File: config.mk
export PLATFORM = sky130hd
export DESIGN_NAME = two_class_priority_queue_unit
export DESIGN_NICKNAME = d
export VERILOG_FILES = /design/src/rtl/tcpq_pkg.sv /design/src/rtl/tcpq_mem.sv /design/src/rtl/tcpq_ctrl.sv /design/src/rtl/two_class_priority_queue_unit.sv
export SDC_FILE = /design/constraint.sdc
export NUM_CORES = 1
export LEC_CHECK = 0
export BUFFER_PORTS_ARGS = -buffer_cell sky130_fd_sc_hd__clkbuf_2
export CAP_MARGIN = 0
export CELL_PAD_IN_SITES_DETAIL_PLACEMENT = 0
export CELL_PAD_IN_SITES_GLOBAL_PLACEMENT = 1
export CORE_ASPECT_RATIO = 1.5
export CORE_MARGIN = 8
export CORE_UTILIZATION = 60
export CTS_BUF_LIST = sky130_fd_sc_hd__clkbuf_4 sky130_fd_sc_hd__clkbuf_8
export DETAILED_ROUTE_END_ITERATION = 8
export GPL_TIMING_DRIVEN = 0
export HOLD_SLACK_MARGIN = 0.08
export PLACE_DENSITY = 0.94
export SLEW_MARGIN = 5
export SYNTH_ARGS = -nofsm -noshare
export SYNTH_HDL_FRONTEND = slang
export SYNTH_SLANG_ARGS = --single-unit
File: constraint.sdc
create_clock -name clk -period 12.7 [get_ports clk]
set_input_delay 2.54 -clock clk [delete_from_list [all_inputs] [get_ports clk]]
set_output_delay 2.54 -clock clk [all_outputs]
set_load 0.05 [all_outputs]
File: src/rtl/tcpq_pkg.sv
// ----------------------------------------------------------------------------
// tcpq_pkg
// Shared constants, request and status codes and the result word type for
// the two-class priority queue.
// ----------------------------------------------------------------------------
package tcpq_pkg;

    localparam int DEPTH_DEF = 16;
    localparam int DATA_W    = 16;
    localparam int REQ_W     = 2;
    localparam int ST_W      = 2;
    localparam int FILL_W    = 5;

    localparam logic [REQ_W-1:0] REQ_PUSH = 2'd0;
    localparam logic [REQ_W-1:0] REQ_PRIO = 2'd1;
    localparam logic [REQ_W-1:0] REQ_POP  = 2'd2;
    localparam logic [REQ_W-1:0] REQ_RSVD = 2'd3;

    localparam logic [ST_W-1:0] ST_PUSHED = 2'd0;
    localparam logic [ST_W-1:0] ST_POPPED = 2'd1;
    localparam logic [ST_W-1:0] ST_EMPTY  = 2'd2;
    localparam logic [ST_W-1:0] ST_FULL   = 2'd3;

    localparam logic signed [DATA_W-1:0] THRESH_RESET = 16'sd60;

    typedef logic signed [DATA_W-1:0] data_t;

    typedef struct packed {
        logic [ST_W-1:0]   status;
        data_t             pop_value;
        logic [FILL_W-1:0] fill;
    } result_t;

endpackage

File: src/rtl/tcpq_mem.sv
// ----------------------------------------------------------------------------
// tcpq_mem
// Entry store: one write port, one read port with registered read data.
// ----------------------------------------------------------------------------
module tcpq_mem
    import tcpq_pkg::*;
#(
    parameter int DEPTH = DEPTH_DEF,
    parameter int IDX_W = $clog2(DEPTH)
) (
    input  logic             clk,
    input  logic             we,
    input  logic [IDX_W-1:0] waddr,
    input  data_t            wdata,
    input  logic [IDX_W-1:0] raddr,
    output data_t            rdata
);

    data_t mem [DEPTH];
    data_t rdata_reg;

    always_ff @(posedge clk)
    begin
        if (we)
        begin
            mem[waddr] <= wdata;
        end
    end

    always_ff @(posedge clk)
    begin
        rdata_reg <= mem[raddr];
    end

    assign rdata = rdata_reg;

endmodule

File: src/rtl/tcpq_ctrl.sv
// ----------------------------------------------------------------------------
// tcpq_ctrl
// Sequencer of the queue: circular head pointer and count, one shared
// threshold comparator, and a forward insertion pass that carries each
// displaced entry one slot toward the tail.
// ----------------------------------------------------------------------------
module tcpq_ctrl
    import tcpq_pkg::*;
#(
    parameter int DEPTH = DEPTH_DEF,
    parameter int IDX_W = $clog2(DEPTH),
    parameter int CNT_W = $clog2(DEPTH + 1)
) (
    input  logic             clk,
    input  logic             rst_n,
    input  logic             in_valid,
    output logic             in_ready,
    input  logic [REQ_W-1:0] req_type,
    input  data_t            push_value,
    input  data_t            threshold,
    output logic             res_valid,
    input  logic             res_ready,
    output result_t          res,
    output logic             mem_we,
    output logic [IDX_W-1:0] mem_waddr,
    output data_t            mem_wdata,
    output logic [IDX_W-1:0] mem_raddr,
    input  data_t            mem_rdata
);

    localparam logic [1:0] S_IDLE   = 2'd0;
    localparam logic [1:0] S_POP_RD = 2'd1;
    localparam logic [1:0] S_SCAN   = 2'd2;
    localparam logic [1:0] S_FINISH = 2'd3;

    logic [1:0]       state_reg, state_next;
    logic [IDX_W-1:0] head_reg, head_next;
    logic [CNT_W-1:0] count_reg, count_next;
    logic [IDX_W-1:0] ptr_reg, ptr_next;
    logic [CNT_W-1:0] step_reg, step_next;
    logic             inserted_reg, inserted_next;
    data_t            value_reg, value_next;
    data_t            carry_reg, carry_next;
    logic [ST_W-1:0]  status_reg, status_next;
    data_t            popv_reg, popv_next;

    data_t            cmp_a;
    logic             ge;
    logic             is_pop;
    logic             at_end;
    logic [CNT_W:0]   tail_sum;
    logic [IDX_W-1:0] tail_addr;

    function automatic logic [IDX_W-1:0] ptr_inc(input logic [IDX_W-1:0] p);
        return (p == IDX_W'(DEPTH - 1)) ? '0 : p + 1'b1;
    endfunction

    // shared comparator: request value when idle, stored entry during the pass
    assign cmp_a = (state_reg == S_SCAN) ? mem_rdata : push_value;
    assign ge    = (cmp_a >= threshold);

    assign is_pop   = req_type inside {REQ_POP, REQ_RSVD};
    assign at_end   = (step_reg == count_reg);
    assign tail_sum = (CNT_W + 1)'(head_reg) + (CNT_W + 1)'(count_reg);
    assign tail_addr = (tail_sum >= (CNT_W + 1)'(DEPTH))
                     ? IDX_W'(tail_sum - (CNT_W + 1)'(DEPTH))
                     : IDX_W'(tail_sum);

    assign in_ready  = (state_reg == S_IDLE);
    assign res_valid = (state_reg == S_FINISH);
    assign res.status    = status_reg;
    assign res.pop_value = popv_reg;
    assign res.fill      = FILL_W'(count_reg);

    always_comb
    begin
        state_next    = state_reg;
        head_next     = head_reg;
        count_next    = count_reg;
        ptr_next      = ptr_reg;
        step_next     = step_reg;
        inserted_next = inserted_reg;
        value_next    = value_reg;
        carry_next    = carry_reg;
        status_next   = status_reg;
        popv_next     = popv_reg;
        mem_we        = 1'b0;
        mem_waddr     = ptr_reg;
        mem_wdata     = value_reg;
        mem_raddr     = head_reg;

        case (state_reg)
            S_IDLE:
            begin
                if (in_valid)
                begin
                    value_next = push_value;
                    popv_next  = '0;
                    if (is_pop)
                    begin
                        if (count_reg == '0)
                        begin
                            status_next = ST_EMPTY;
                            state_next  = S_FINISH;
                        end
                        else
                        begin
                            // head read issued this cycle
                            state_next = S_POP_RD;
                        end
                    end
                    else if (count_reg == CNT_W'(DEPTH))
                    begin
                        status_next = ST_FULL;
                        state_next  = S_FINISH;
                    end
                    else if (req_type == REQ_PRIO && ge && count_reg != '0)
                    begin
                        ptr_next      = head_reg;
                        step_next     = '0;
                        inserted_next = 1'b0;
                        state_next    = S_SCAN;
                    end
                    else
                    begin
                        mem_we      = 1'b1;
                        mem_waddr   = tail_addr;
                        mem_wdata   = push_value;
                        count_next  = count_reg + 1'b1;
                        status_next = ST_PUSHED;
                        state_next  = S_FINISH;
                    end
                end
            end

            S_POP_RD:
            begin
                popv_next   = mem_rdata;
                head_next   = ptr_inc(head_reg);
                count_next  = count_reg - 1'b1;
                status_next = ST_POPPED;
                state_next  = S_FINISH;
            end

            S_SCAN:
            begin
                // read runs one slot ahead of the write
                mem_raddr = ptr_inc(ptr_reg);
                if (inserted_reg)
                begin
                    mem_we     = 1'b1;
                    mem_wdata  = carry_reg;
                    carry_next = mem_rdata;
                end
                else if (at_end || !ge)
                begin
                    mem_we        = 1'b1;
                    mem_wdata     = value_reg;
                    carry_next    = mem_rdata;
                    inserted_next = 1'b1;
                end
                if (at_end)
                begin
                    count_next  = count_reg + 1'b1;
                    status_next = ST_PUSHED;
                    state_next  = S_FINISH;
                end
                else
                begin
                    step_next = step_reg + 1'b1;
                    ptr_next  = ptr_inc(ptr_reg);
                end
            end

            S_FINISH:
            begin
                if (res_ready)
                begin
                    state_next = S_IDLE;
                end
            end

            default:
            begin
                state_next = S_IDLE;
            end
        endcase
    end

    always_ff @(posedge clk or negedge rst_n)
    begin
        if (!rst_n)
        begin
            state_reg <= S_IDLE;
            head_reg  <= '0;
            count_reg <= '0;
        end
        else
        begin
            state_reg <= state_next;
            head_reg  <= head_next;
            count_reg <= count_next;
        end
    end

    always_ff @(posedge clk)
    begin
        ptr_reg      <= ptr_next;
        step_reg     <= step_next;
        inserted_reg <= inserted_next;
        value_reg    <= value_next;
        carry_reg    <= carry_next;
        status_reg   <= status_next;
        popv_reg     <= popv_next;
    end

    a_full_no_write: assert property (@(posedge clk) disable iff (!rst_n)
        (state_reg == S_IDLE && in_valid && !is_pop && count_reg == CNT_W'(DEPTH))
        |-> !mem_we)
        else $error("push written into a full queue");

    a_pop_dec: assert property (@(posedge clk) disable iff (!rst_n)
        (state_reg == S_POP_RD) |=> (count_reg == $past(count_reg) - CNT_W'(1)))
        else $error("pop did not decrement the count");

    a_scan_end_writes: assert property (@(posedge clk) disable iff (!rst_n)
        (state_reg == S_SCAN && at_end) |-> mem_we)
        else $error("insertion pass ended without a write");

    a_head_on_pop_only: assert property (@(posedge clk) disable iff (!rst_n)
        (state_reg != S_POP_RD) |=> (head_reg == $past(head_reg)))
        else $error("head moved outside a pop");

endmodule

File: src/rtl/two_class_priority_queue_unit.sv
// ----------------------------------------------------------------------------
// two_class_priority_queue_unit
// Bounded queue of signed 16-bit values with tail push, priority push and
// head pop; one result word per request word.
//
//   channel  | handshake               | payload
//   ---------+-------------------------+----------------------------------
//   in       | in_valid / in_ready     | req_type, push_value
//   out      | out_valid / out_ready   | status, pop_value, fill_count
//   cfg      | cfg_wr_en               | cfg_wr_data (priority threshold)
//
// plain push, low-value priority push, full or empty: answered straight from idle
// pop: reads the head entry first; priority push of a high value with n
// entries held (n > 0): the single read port walks the store once;
// on an empty queue it takes the plain push path
// reset clears count and head pointer; stored entries are not cleared
// in_ready drops while a word is in work; results wait in an output register
// ----------------------------------------------------------------------------
module two_class_priority_queue_unit
    import tcpq_pkg::*;
#(
    parameter int QUEUE_DEPTH = DEPTH_DEF
) (
    input  logic                     clk,
    input  logic                     rst_n,
    input  logic                     in_valid,
    output logic                     in_ready,
    input  logic [REQ_W-1:0]         req_type,
    input  logic signed [DATA_W-1:0] push_value,
    output logic                     out_valid,
    input  logic                     out_ready,
    output logic [ST_W-1:0]          status,
    output logic signed [DATA_W-1:0] pop_value,
    output logic [FILL_W-1:0]        fill_count,
    input  logic                     cfg_wr_en,
    input  logic signed [DATA_W-1:0] cfg_wr_data
);

    localparam int IDX_W = $clog2(QUEUE_DEPTH);
    localparam int CNT_W = $clog2(QUEUE_DEPTH + 1);

    data_t            thresh_reg;
    logic             out_valid_reg;
    result_t          out_reg;
    result_t          res;
    logic             res_valid;
    logic             res_ready;
    logic             mem_we;
    logic [IDX_W-1:0] mem_waddr;
    data_t            mem_wdata;
    logic [IDX_W-1:0] mem_raddr;
    data_t            mem_rdata;

    always_ff @(posedge clk or negedge rst_n)
    begin
        if (!rst_n)
        begin
            thresh_reg <= THRESH_RESET;
        end
        else if (cfg_wr_en)
        begin
            thresh_reg <= cfg_wr_data;
        end
    end

    tcpq_ctrl #(
        .DEPTH (QUEUE_DEPTH),
        .IDX_W (IDX_W),
        .CNT_W (CNT_W)
    ) u_ctrl (
        .clk        (clk),
        .rst_n      (rst_n),
        .in_valid   (in_valid),
        .in_ready   (in_ready),
        .req_type   (req_type),
        .push_value (push_value),
        .threshold  (thresh_reg),
        .res_valid  (res_valid),
        .res_ready  (res_ready),
        .res        (res),
        .mem_we     (mem_we),
        .mem_waddr  (mem_waddr),
        .mem_wdata  (mem_wdata),
        .mem_raddr  (mem_raddr),
        .mem_rdata  (mem_rdata)
    );

    tcpq_mem #(
        .DEPTH (QUEUE_DEPTH),
        .IDX_W (IDX_W)
    ) u_mem (
        .clk   (clk),
        .we    (mem_we),
        .waddr (mem_waddr),
        .wdata (mem_wdata),
        .raddr (mem_raddr),
        .rdata (mem_rdata)
    );

    // output word register
    assign res_ready = !out_valid_reg || out_ready;

    always_ff @(posedge clk or negedge rst_n)
    begin
        if (!rst_n)
        begin
            out_valid_reg <= 1'b0;
        end
        else if (res_ready)
        begin
            out_valid_reg <= res_valid;
        end
    end

    always_ff @(posedge clk)
    begin
        if (res_ready && res_valid)
        begin
            out_reg <= res;
        end
    end

    assign out_valid  = out_valid_reg;
    assign status     = out_reg.status;
    assign pop_value  = out_reg.pop_value;
    assign fill_count = out_reg.fill;

endmodule
Yosys cells after proc, flatten, opt, wreduce, memory -nomap -nowiden
Memory sizes are Yosys's and may differ from the RTL's. A register that Yosys moved wholly into a read port is not among the register bits.
Cells that the tools add are included.
Widths: inputs -> output; s select.
{ "op_classes": {"addsub": 7, "magnitude_cmp": 2, "eq_ne": 20, "muxes": 67, "n_reduce_logical": 23} }
{ "op_table": {"columns": ["op", "n"], "rows": [
  ["$mux 16", 9],
  ["$pmux 16 s2", 2],
  ["$mux 4", 14],
  ["$mux 5", 10],
  ["$mux 2", 12],
  ["$ge 16x16->1", 1],
  ["$pmux 5 s3", 1],
  ["$mux 1", 13],
  ["$reduce_and 6->1", 2],
  ["$add 5x1->5 const B", 2],
  ["$ne 2x2->1 const B", 5],
  ["$pmux 5 s2", 1],
  ["$reduce_and 5->1", 2],
  ["$add 4x1->4 const B", 2],
  ["$eq 2x2->1 const B", 4],
  ["$eq 4x4->1 const B", 2],
  ["$pmux 2 s4", 1],
  ["$pmux 4 s2", 1],
  ["$reduce_bool 2->1", 4],
  ["$add 4x5->6", 1],
  ["$ge 6x5->1 const B", 1],
  ["$ne 2x1->1 const B", 3],
  ["$pmux 2 s3", 1],
  ["$reduce_and 2->1", 3],
  ["other kinds (16)", 22]
]} }
{ "word_totals": {"reg_bits": 111, "mem_bits_rw": 256, "in_bits": 39, "out_inout_bits": 25, "wordCells": 135, "mem_count": 1} }
{ "mem_list": {"columns": ["memory", "words", "word_bits", "read_ports", "rd_clocked_by_memory_dff", "wr", "line", "source"], "rows": [
  ["u_mem.mem", 16, 16, 1, 1, 1, "tcpq_mem.sv:19", "data_t mem [DEPTH];"]
]} }

Logic depth before layout (Yosys ltp)
Gate-level depths: netlist of the first run.
{ "logic_depth": {"ltp_word": 12, "mapped_depth": 16, "mapped_depth_nobuf": 11} }

By module
From an unflattened synthesis of the first run, not the netlist that was laid out.
{ "unflattened": {"cells_unflattened": 967, "hier_area_um2": 16109.2} }
{ "by_module_without_submodules": {"columns": ["module", "instances", "cells_per_inst", "area_each_um2", "seq_area_each_um2"], "rows": [
  ["tcpq_mem", 1, 432, 10043.4, 8007.7],
  ["tcpq_ctrl", 1, 474, 4677.0, 2077.0],
  ["two_class_priority_queue_unit", 1, 61, 1388.8, 1121.1]
]} }

Worst setup path before layout of the first run
OpenSTA, ideal clock, no wires.
{ "synth_timing": {"path_kind": "input to register", "start": "in push_value[1]", "end": "mem u_mem.mem[0][0] in the netlist's numbering (enable)", "setup_ns": 0.416, "arrival_ns": 5.810, "required_time_ns": 12.284, "slack_ns": 6.475, "stages": 10, "path_buffers": 1, "cell_sequence": "mux2_2 > ha_1 > nor2b_1 > o211ai_1 > a2111o_1 > a31oi_1 > or3b_1 > buf_2 > nand4_1 > o32ai_1"} }
{ "synth_via": {"elab_chain_len": 11, "word_cells_on_any_way": 20, "classes_between": "1 x order compare; 15 x mux; 4 x reduce/logical"} }
{ "synth_lines": {"columns": ["element", "line", "source"], "rows": [
  ["from (decl)", "two_class_priority_queue_unit.sv:29", "input logic signed [DATA_W-1:0] push_value,"],
  ["$mux 16 (*)", "tcpq_ctrl.sv:59", "assign cmp_a = (state_reg == S_SCAN) ? mem_rdata : push_value;"],
  ["$ge 16x16->1 (*)", "tcpq_ctrl.sv:60", "assign ge = (cmp_a >= threshold);"],
  ["$logic_and 1x1->1 (2 in series)", "tcpq_ctrl.sv:117", "else if (req_type == REQ_PRIO && ge && count_reg != '0)"],
  ["$mux 1", "tcpq_ctrl.sv:117", null],
  ["$mux 1", "tcpq_ctrl.sv:112", "else if (count_reg == CNT_W'(DEPTH))"],
  ["$mux 1", "tcpq_ctrl.sv:99", "if (is_pop)"],
  ["$mux 1", "tcpq_ctrl.sv:95", "if (in_valid)"],
  ["$pmux 1 s2", "tcpq_ctrl.sv:92", "case (state_reg)"],
  ["$mux 1", "tcpq_mem.sv:24", "if (we)"],
  ["$mux 1 (not written as such)", "tcpq_mem.sv:26", "mem[waddr] <= wdata;"],
  ["to (decl)", "tcpq_mem.sv:19", null]
]} }
Every way passes the cells marked *; elsewhere a longest branch is shown, timed or not.

Worst setup path after layout of the first run
{ "layout_timing": {"start": "reg u_ctrl.state_reg[0]", "end": "mem u_mem.mem[6][14] in the netlist's numbering, data pin"} }
{ "layout_via": {"elab_chain_len": 10, "word_cells_on_any_way": 11, "classes_between": "1 x order compare; 1 x eq/ne; 6 x mux; 3 x reduce/logical"} }
{ "layout_lines": {"columns": ["element", "line", "source"], "rows": [
  ["from (decl)", "tcpq_ctrl.sv:36", "logic [1:0] state_reg, state_next;"],
  ["from (signal assigned)", "tcpq_ctrl.sv:200", "state_reg <= state_next;"],
  ["$eq 2x2->1", null, null],
  ["$mux 16", "tcpq_ctrl.sv:59", null],
  ["$ge 16x16->1", "tcpq_ctrl.sv:60", null],
  ["$logic_and 1x1->1 (2 in series)", "tcpq_ctrl.sv:117", null],
  ["$mux 16", "tcpq_ctrl.sv:117", null],
  ["$mux 16", "tcpq_ctrl.sv:112", null],
  ["$mux 16", "tcpq_ctrl.sv:99", null],
  ["$mux 16", "tcpq_ctrl.sv:95", null],
  ["$pmux 16 s2 (*)", "tcpq_ctrl.sv:92", null],
  ["net mem_wdata[14]", "two_class_priority_queue_unit.sv:50", "data_t mem_wdata;"]
]} }
Mark *: on every way through the listed nets, which the timed path passes. The rest lies on a longest branch.

==> flow_summary.yaml, run 1 <==
run_status:
  outcome: "completed"
setup_path:
  cp_top_family: "buffers and inverters"
  crit_path_end_kind: "flop"
  critPathBufInv: 5
  crit_fanout: 16
  path_class: "reg2reg"
  startpoint_type: "flop"
  crit_chain: "inv_1 > ha_1 > buf_2 > buf_1 > buf_1 > mux2_2 > ha_1 > a21oi_1 > o21ai_0 > a221oi_1 > a31oi_1 > nor3b_2 > clkbuf_1 > nor3_1 > o21ai_1"
  cp.required_ns: 12.93
  arrival_ns: 6.46
  cpMaxStageDelayCell: "o21ai_1"
  slowest_delay_ns: 0.88
place:
  dp_cells: 1318
  hpwlAfterDp_mm: 23.4
  finalWeightedCongestion: 0.855
  dpl_cell_area_um2: 16800
  io_buffers: 63
  place_ws_ns: 5.79
power:
  power.share.switching_pct: 35.5
  leakage_uw: 0.00619
  p_comb_share_pct: 38.8
  power.density_nw_per_um2: 259
  p_int_uw: 3000
  p_seq_share_pct: 41.4
  clkPwrFrac_pct: 19.8
  ir_drop_mv: 0.172
  total_power_uw: 4640
  power.switching_uw: 1650
synth:
  avgSynthCellArea_um2: 17.4
  async_flop_share_pct: 7.31
  ys_seq_elements: 383
  syn_nets: 974
  synth-main-ff-cell: "edfxtp_1"
  synth_area_um2: 15800
  synth_cell_types: 56
  synth_cells: 903
  synth-edff-count: 339
  synth_warnings: 0
  ys_seq_area_share_pct: 71.1
route:
  ant_nets: 0
  drt-initial-drc-count: 667
  wl_mm: 32.8
  wl_per_cell_um: 23.2
  num_vias: 8652
  drc: 0
  drtPass1Iterations: 8
  vias_per_cell: 6.12
sta:
  setup-tns-final_ns: 0
  hold_violations: 0
  skew_ns: 0.0247
  period_needed_ns: 6.23
  drv_slew: 0
  period_share_pct: 49.1
  layout_setup_ws_ns: 6.47
  tightest_slew_ns: 1.10
  setup_viol: 0
  rsz0062_at_grt: "no"
  fmax_ghz: 0.160
  relSlewSlack_pct: 26.1
clocking:
  path_clk_slew_ns: 0.07
  root_buffer: "clkbuf_8"
  post_cts_buffers: 0
  cts_resized: 0
  clockBufferDepth: 3
  clkLatencyLatePin_ns: 0.60
  numClockSinks: 383
  cts_tree: "yes"
  cts_max_level: 2
  cts_buffers: 50
  cts_hold_buf: 0
global_route:
  grt_max_degree: 29
  antenna_found_initial: 1
  grtUsageTotal_pct: 20.8
  grt_overflow_total: 0
  grt_pass1_wl_mm: 50.5
  grt_pass1_vias: 9059
cells_and_area:
  fin_nets: 1109
  area_delta_synth_final_pct: 13.6
  drive_gt1_share_pct: 28.9
  fin_area_um2: 17900
  regMostFlops: "u_mem.mem"
  instances_no_fill: 1413
  largest_reg_flops: 256
floorplan:
  start_util_pct: 61.1
  core_um2: 25800
  rows: 72
  die-width_um: 148
  die_height_um: 214
  io-pin-count: 64
  fp.dieArea_um2: 31800
hold_path:
  min_path_type: "reg2reg"
flow_run:
  cap_viol_max_count: 0
power by group through the flow:
| stage | Clock (µW) | Sequential (µW) | Combinational [µW] |
|---|---|---|---|
| final | 920 | 1920 | 1800 |
| after global routing | 987 | 1940 | 1940 |
| after CTS | 936 | 1920 | 1800 |
| after detailed placement | 0 | 1950 | 1790 |
| after global placement | 0 | 1940 | 1680 |
| after floorplan | 0 | 2010 | 1160 |
logic make-up (layout without fill, tap and decap cells):
logic type | Yosys count | in the layout | share of synthesized area [%]
adder cells (fa/ha/maj) | 32 | 32 | 2.64
flip-flops | 383 | 383 | 71.1
AND/OR/NAND/NOR | 134 | 134 | 4.58
AO/OA/AOI/OAI | 144 | 144 | 5.80
multiplexers | 120 | 120 | 13.0
buffers and inverters | 71 | 247 | 1.79
other | 0 | 1 | 0
XOR/XNOR | 19 | 19 | 1.06
per-stage QoR:
stage,hold slack (ns),utilization [%]
finish,0.416,69.5
global route,0.425,69.5
CTS,0.419,69.4
detailed placement,0.405,65.4
global placement,0.401,64.0
floorplan,0.400,-
cell usage after synthesis (all sizes together) (4+ instances only):
master / instances / share of area, %
o21ai: 57 / 1.8
nor2b: 5 / 0.20
a22oi: 40 / 1.9
a21oi: 14 / 0.44
ha: 30 / 2.4
edfxtp: 339 / 65
dfstp: 4 / 0.67
nand2: 43 / 1.0
nand3: 5 / 0.16
nor3: 17 / 0.54
and2: 22 / 0.87
o22ai: 7 / 0.28
buf: 15 / 0.45
dfrtp: 24 / 3.8
clkbuf: 26 / 0.62
dfxtp: 16 / 2.0
mux2i: 20 / 1.3
a21o: 4 / 0.19
mux4: 64 / 9.2
xor2: 6 / 0.33
mux2: 36 / 2.6
nor2: 10 / 0.24
nand2b: 8 / 0.32
or3: 5 / 0.20
inv: 29 / 0.69
xnor2: 13 / 0.72
nand4: 7 / 0.32
routing by layer:
layer | global-route usage, % | routed length, µm | up-vias
li1 | - | - | 3861
met1 | 23.6 | 12100 | 4337
met2 | 36.9 | 17600 | 368
met3 | 3.84 | 1970 | 86
met4 | 10.4 | 1260 | 0
met5 | 0 | 0 | -
path summary, 6_finish.rpt:
kind	start	cells after the start	slack [ns]	endpoint
setup / recovery	u_ctrl.state_reg[0]$_DFFE_PN0P_	15	6.47	u_mem.mem[6][14]$_DFFE_PP_
hold / removal	u_ctrl.popv_reg[2]$_SDFFCE_PN0P_	0	0.42	pop_value[2]$_DFFE_PP_
setup reg to reg	u_ctrl.state_reg[0]$_DFFE_PN0P_	15	6.47	u_mem.mem[6][14]$_DFFE_PP_
hold reg to reg	u_ctrl.popv_reg[2]$_SDFFCE_PN0P_	0	0.42	pop_value[2]$_DFFE_PP_
max in group asynchronous	rst_n	1	10.20	thresh_reg[0]$_DFFE_PN0P_
min in group asynchronous	rst_n	1	2.02	u_ctrl.count_reg[0]$_DFFE_PN0P_
layout by cell type, fill, tap and decap left out, drive strengths merged, types with 3 or more instances in the layout:
master  count
nor3       17
a21o        4
edfxtp    339
nand2b      8
mux2i      20
o21ai      57
dfrtp      24
xor2        6
ha         30
buf        35
mux2       36
clkinv     16
clkbuf    164
a21oi      14
nor2b       5
dfstp       4
dfxtp      16
nand2      43
or3         5
and2       22
a31oi       3
mux4       64
or4         3
nand3       5
o22ai       7
inv        30
xnor2      13
a22oi      40
nand4       7
nor2       10
area by class of cell:
| class | count | area [µm²] |
|---|---|---|
| antenna | 1 | 2.50 |
| buffer | 41 | 169 |
| clock buffer | 75 | 926 |
| clock inverter | 18 | 118 |
| fill | 1555 | 7870 |
| inverter | 30 | 113 |
| multi-input combinational | 449 | 4380 |
| sequential | 383 | 11200 |
| tap | 333 | 417 |
| timing repair buffer | 83 | 567 |
No activity file was read; power rests on OpenSTA's default activity.
==> run 2, diff against run 1 <==
- CORE_UTILIZATION: 60 -> 50
- PLACE_DENSITY: 0.94 -> 0.84
- clock period: 12.7 -> 5.6 ns (I/O delays scaled with it)
==> run 2 against run 1 <==
Effect of this change:
- count of clock-buffer cells in the layout shrank 7
- flip-flop and latch count is the same
- register-to-register slack lost 6.2 ns
- via count shrank 0.60%
- combinational power grew 130%
- worst setup slack lost 6.2 ns
- sequential power grew 130%
- first-iteration DRC count shrank 15%
- fmax grew 16%
- clock power grew 120%
- highest routed layer unchanged
==> flow_summary.yaml, run 2 (synthesis results as in run 1) <==
route:
  vias_per_cell: 5.79
  num_vias: 8600
  drc: 0
  drt-initial-drc-count: 568
  ant_nets: 0
  wl_per_cell_um: 22.5
  drtPass1Iterations: 5
  wl_mm: 33.4
sta:
  hold_violations: 0
  rsz0062_at_grt: "no"
  setup_viol: 0
  tightest_slew_ns: 1.08
  layout_setup_ws_ns: 0.245
  relSlewSlack_pct: 27.8
  period_needed_ns: 5.35
  skew_ns: 0.0188
  fmax_ghz: 0.187
  period_share_pct: 95.6
  drv_slew: 0
cells_and_area:
  drive_gt1_share_pct: 29.5
  fin_area_um2: 18000
  num-fill-cells: 2270
  final_core_util_pct: 58.1
  largest_reg_flops: 256
  area_delta_synth_final_pct: 14.5
  final_cell_mix: "edfxtp_1 (339), mux4_2 (64), clkbuf_2 (63), clkbuf_8 (54), nand2_1 (43)"
  fin_nets: 1113
  regMostFlops: "u_mem.mem"
  final_common_cell: "edfxtp_1"
power:
  leakage_uw: 0.00620
  p_seq_share_pct: 41.6
  power.share.switching_pct: 35.8
  power.density_nw_per_um2: 580
  p_int_uw: 6720
  clkPwrFrac_pct: 19.3
  total_power_uw: 10500
  ir_drop_mv: 0.239
  power.switching_uw: 3740
  p_comb_share_pct: 39.1
setup_path:
  cp.required_ns: 5.89
  r2r.worst_path.cells: 15
  startpoint_type: "flop"
  arrival_ns: 5.65
  reg2reg_to: "u_mem.mem[14][8]$_DFFE_PP_"
  crit_path_end_kind: "flop"
  rr_startpoint: "u_ctrl.state_reg[0]$_DFFE_PN0P_"
  crit_fanout: 17
  path_class: "reg2reg"
  reg2reg_slack_ns: 0.25
global_route:
  grt_pass1_vias: 9231
  antenna_found_initial: 1
  grtUsageTotal_pct: 18.0
  grt_max_degree: 29
  grt_overflow_total: 0
  grt_pass1_wl_mm: 52.2
clocking:
  clockBufferDepth: 3
  cts_buffers: 51
  path_clk_slew_ns: 0.07
  clkLatencyLatePin_ns: 0.60
  numClockSinks: 383
  cts_tree: "yes"
  cts_max_level: 2
  root_buffer: "clkbuf_8"
hold_path:
  min_to: "pop_value[13]$_DFFE_PP_"
  min_path_type: "reg2reg"
  worstHoldPathCells: 0
  hp-start: "u_ctrl.popv_reg[13]$_SDFFCE_PN0P_"
floorplan:
  io-pin-count: 64
  rows: 79
  fp.dieArea_um2: 37600
  start_util_pct: 50.7
  die_height_um: 233
  core_um2: 31000
  die-width_um: 161
flow_run:
  cap_viol_max_count: 0
place:
  io_buffers: 63
  finalWeightedCongestion: 0.813
  dpl_cell_area_um2: 17000
  place_ws_ns: -0.850
  hpwlAfterDp_mm: 24.0
run_status:
  outcome: "completed"
run 2: final cells by class:
type / instances / area, µm² / area share (%)
flip-flops and latches: 383 / 11200 / 62.1
multi-input cells: 449 / 4430 / 24.5
clock buffers: 68 / 848 / 4.70
repair buffers: 87 / 641 / 3.55
well taps: 405 / 507 / 2.81
plain buffers: 40 / 166 / 0.923
clock inverters: 22 / 128 / 0.708
inverters: 30 / 113 / 0.624
diodes: 1 / 2.50 / 0.0139
run 2: worst max-delay path by stage:
stage                                          startpoint                          end  slack, ns  cells after the start
after floorplan           u_ctrl.state_reg[0]$_DFFE_PN0P_    u_mem.mem[0][0]$_DFFE_PP_       0.34                     14
after global placement    u_ctrl.state_reg[0]$_DFFE_PN0P_   u_mem.mem[0][11]$_DFFE_PP_      -2.02                     15
after detailed placement  u_ctrl.state_reg[0]$_DFFE_PN0P_  u_mem.mem[12][11]$_DFFE_PP_      -0.85                     16
after CTS                 u_ctrl.state_reg[0]$_DFFE_PN0P_   u_mem.mem[4][12]$_DFFE_PP_       0.09                     15
after global routing      u_ctrl.state_reg[0]$_DFFE_PN0P_   u_mem.mem[14][8]$_DFFE_PP_     0.0001                     15
final                     u_ctrl.state_reg[0]$_DFFE_PN0P_   u_mem.mem[14][8]$_DFFE_PP_       0.25                     15
run 2: repair_timing:
item,4_1_cts,5_1_grt
hold buffers,0,0
endpoints found under the hold margin,0,0
buffers inserted,2,2
gates resized for setup,7,7
setup endpoints to repair,472,133
pin swaps,1,2
gates cloned,0,0
run 2: power groups by stage:
stage	sequential, µW	combinational (µW)	clock (µW)
6_report	4350	4090	2020
5_1_grt	4400	4450	2170
4_1_cts	4360	4120	2060
3_5_place_dp	4420	4090	0
3_3_place_gp	4410	3850	0
2_1_floorplan	4560	2640	0
run 2: stage by stage:
step	instances	hold slack (ns)	setup TNS, ns
2_1_floorplan	903	0.400	0
3_3_place_gp	1371	0.400	-530.38
3_5_place_dp	1391	0.405	-227.02
4_1_cts	1482	0.423	0
5_1_grt	1485	0.432	0
6_report	1485	0.421	0
run 2: layer usage:
metal  vias to the layer above  wire (µm)  global-route usage [%]
li1                       3867          -                       -
met1                      4354      12400                    20.0
met2                       316      18400                    33.7
met3                        63       1690                    3.14
met4                         0        846                    7.14
met5                         -          0                       0
run 2: worst max-delay path, cell delays in order (launching register included):
cell,delay [ns]
dfrtp_1,0.41
inv_1,0.14
ha_1,0.16
buf_2,0.35
buf_2,0.42
mux2_2,0.38
ha_1,0.30
a21oi_1,0.12
o21ai_0,0.14
a221oi_1,0.42
a31oi_1,0.36
nor3b_4,0.52
buf_2,0.32
o21ai_1,0.23
a22oi_2,0.51
buf_8,0.24
==> run 3, diff against run 2 <==
- CORE_MARGIN: 8 -> 10
- CORE_UTILIZATION: 50 -> 55
- PLACE_DENSITY: 0.84 -> 0.88
- clock period: 5.6 -> 6.1 ns (I/O delays scaled with it)
==> run 3 against run 2 <==
Effect of this change:
- combinational power down 7.8%
- cell area down 0.30%
- die area decreased by 4.3%
- worst setup slack improved by 0.32 ns
- non-clock buffer count down 3
- critical path type unchanged
==> flow_summary.yaml, run 3 (synthesis results as in run 1) <==
run_status:
  outcome: "completed"
place:
  finalWeightedCongestion: 0.864
  dpl_cell_area_um2: 16900
  place_ws_ns: -0.377
  hpwlAfterDp_mm: 23.6
  io_buffers: 63
global_route:
  grt_max_degree: 29
  grt_pass1_wl_mm: 51.7
  grt_pass1_vias: 9168
  grtUsageTotal_pct: 18.9
  grt_overflow_total: 0
  antenna_found_initial: 1
sta:
  tightest_slew_ns: 1.07
  layout_setup_ws_ns: 0.561
  relSlewSlack_pct: 27.7
  skew_ns: 0.0334
  drv_slew: 0
  period_needed_ns: 5.54
  fmax_ghz: 0.181
  setup_viol: 0
  period_share_pct: 90.8
  hold_violations: 0
  rsz0062_at_grt: "no"
  hold_ws_ns: 0.416
setup_path:
  critPathBufInv: 5
  startpoint_type: "flop"
  slowest_delay_ns: 0.87
  cp_top_family: "compound AO/OA/AOI/OAI gates"
  crit_chain: "inv_1 > ha_1 > buf_2 > buf_2 > mux2_2 > ha_1 > nand2_1 > o21ai_0 > nand2b_1 > a31oi_1 > nor3b_4 > buf_2 > o21ai_0 > o32ai_4 > buf_8"
  rr_startpoint: "u_ctrl.state_reg[0]$_DFFE_PN0P_"
  cp.required_ns: 6.44
  cpMostUsedCell: "buf_2"
  reg2reg_slack_ns: 0.56
  crit_fanout: 17
  r2r.worst_path.cells: 15
  arrival_ns: 5.88
  path_class: "reg2reg"
  reg2reg_to: "u_mem.mem[0][4]$_DFFE_PP_"
  crit_path_end_kind: "flop"
  cpMaxStageDelayCell: "o21ai_0"
clocking:
  cts_hold_buf: 0
  numClockSinks: 383
  cts_buffers: 52
  clockBufferDepth: 3
  path_clk_slew_ns: 0.07
  clkLatencyLatePin_ns: 0.61
  cts_tree: "yes"
  cts_max_level: 2
  root_buffer: "clkbuf_8"
route:
  wl_per_cell_um: 23.5
  drtPass1Iterations: 7
  drc: 0
  vias_per_cell: 6.05
  ant_nets: 0
  drt-initial-drc-count: 726
  wl_mm: 33.5
  num_vias: 8640
flow_run:
  cap_viol_max_count: 0
hold_path:
  hp-start: "u_ctrl.popv_reg[12]$_SDFFCE_PN0P_"
  min_to: "pop_value[12]$_DFFE_PP_"
  min_path_type: "reg2reg"
  worstHoldPathCells: 0
cells_and_area:
  drive_gt1_share_pct: 29.4
  final_core_util_pct: 63.9
  final_common_cell: "edfxtp_1"
  regMostFlops: "u_mem.mem"
  fin_nets: 1111
  num-fill-cells: 1893
  fin_area_um2: 18000
  final_cell_mix: "edfxtp_1 (339), mux4_2 (64), clkbuf_2 (63), clkbuf_8 (56), nand2_1 (43)"
  area_delta_synth_final_pct: 14.2
  largest_reg_flops: 256
floorplan:
  die-width_um: 158
  io-pin-count: 64
  fp.dieArea_um2: 35900
  core_um2: 28200
  rows: 75
  start_util_pct: 55.9
  die_height_um: 227
power:
  ir_drop_mv: 0.267
  power.density_nw_per_um2: 538
  leakage_uw: 0.00621
-- run 3: changes by cell type in the layout (fill, tap and decap cells not counted), moves of 2 or more --
| cell | previous run | this run |
|---|---|---|
| clkbuf_8 | 54 | 56 |
| buf_4 | 7 | 5 |
| o21ai_2 | 10 | 8 |
| buf_6 | 2 | 0 |
-- run 3: worst register-to-register path, delay by kind of cell, from the launching register on --
kind,cells,cell delay (ns)
buffers and inverters,5,1.40
DFF,1,0.40
adders and majority gates,2,0.49
muxes,1,0.40
and+or+nand+nor,3,0.40
AOI/OAI and AO/OA,4,2.18
-- run 3: layout make-up --
cell class / count / area (µm²) / share of cell area (%)
antenna: 1 / 2.50 / 0.0139
buffer: 40 / 166 / 0.925
clock buffer: 70 / 876 / 4.87
clock inverter: 24 / 149 / 0.828
inverter: 30 / 113 / 0.626
multi-input combinational: 449 / 4420 / 24.6
sequential: 383 / 11200 / 62.3
tap: 346 / 433 / 2.41
timing repair buffer: 84 / 618 / 3.44
-- run 3: power breakdown --
part	switching, µW	internal [µW]	leakage (µW)
clock	924	980	0.000545
combinational	2310	1460	0.00211
sequential	229	3770	0.00355
total	3470	6200	0.00621
-- run 3: repair_timing --
item	in CTS	in global routing
gates resized for setup	3	8
endpoints found under the setup margin	181	209
buffers inserted	0	0
-- run 3: worst max path at each step --
stage / from / end / slack (ns) / depth (start not counted)
2_1_floorplan: u_ctrl.state_reg[0]$_DFFE_PN0P_ / u_mem.mem[0][0]$_DFFE_PP_ / 0.84 / 14
3_3_place_gp: u_ctrl.state_reg[0]$_DFFE_PN0P_ / u_mem.mem[0][9]$_DFFE_PP_ / -1.41 / 15
3_5_place_dp: u_ctrl.state_reg[0]$_DFFE_PN0P_ / u_mem.mem[6][4]$_DFFE_PP_ / -0.38 / 15
4_1_cts: u_ctrl.state_reg[0]$_DFFE_PN0P_ / u_mem.mem[4][14]$_DFFE_PP_ / 0.15 / 16
5_1_grt: u_ctrl.state_reg[0]$_DFFE_PN0P_ / u_mem.mem[4][11]$_DFFE_PP_ / 0.28 / 15
6_report: u_ctrl.state_reg[0]$_DFFE_PN0P_ / u_mem.mem[0][4]$_DFFE_PP_ / 0.56 / 15
-- run 3: layer usage --
| layer | up-vias | wire length (µm) | GRT usage, % |
|---|---|---|---|
| met5 | - | 0 | 0 |
| met2 | 306 | 17900 | 33.6 |
| li1 | 3866 | - | - |
| met1 | 4391 | 12900 | 21.9 |
| met3 | 77 | 1740 | 3.19 |
| met4 | 0 | 1050 | 8.21 |
-- run 3: per-stage QoR --
step,setup TNS [ns],power [µW],std cells
after floorplan,0,6610,903
after global placement,-249.78,7580,1312
after detailed placement,-11.33,7810,1333
after CTS,0,9720,1427
after global routing,0,10200,1427
final,0,9670,1427
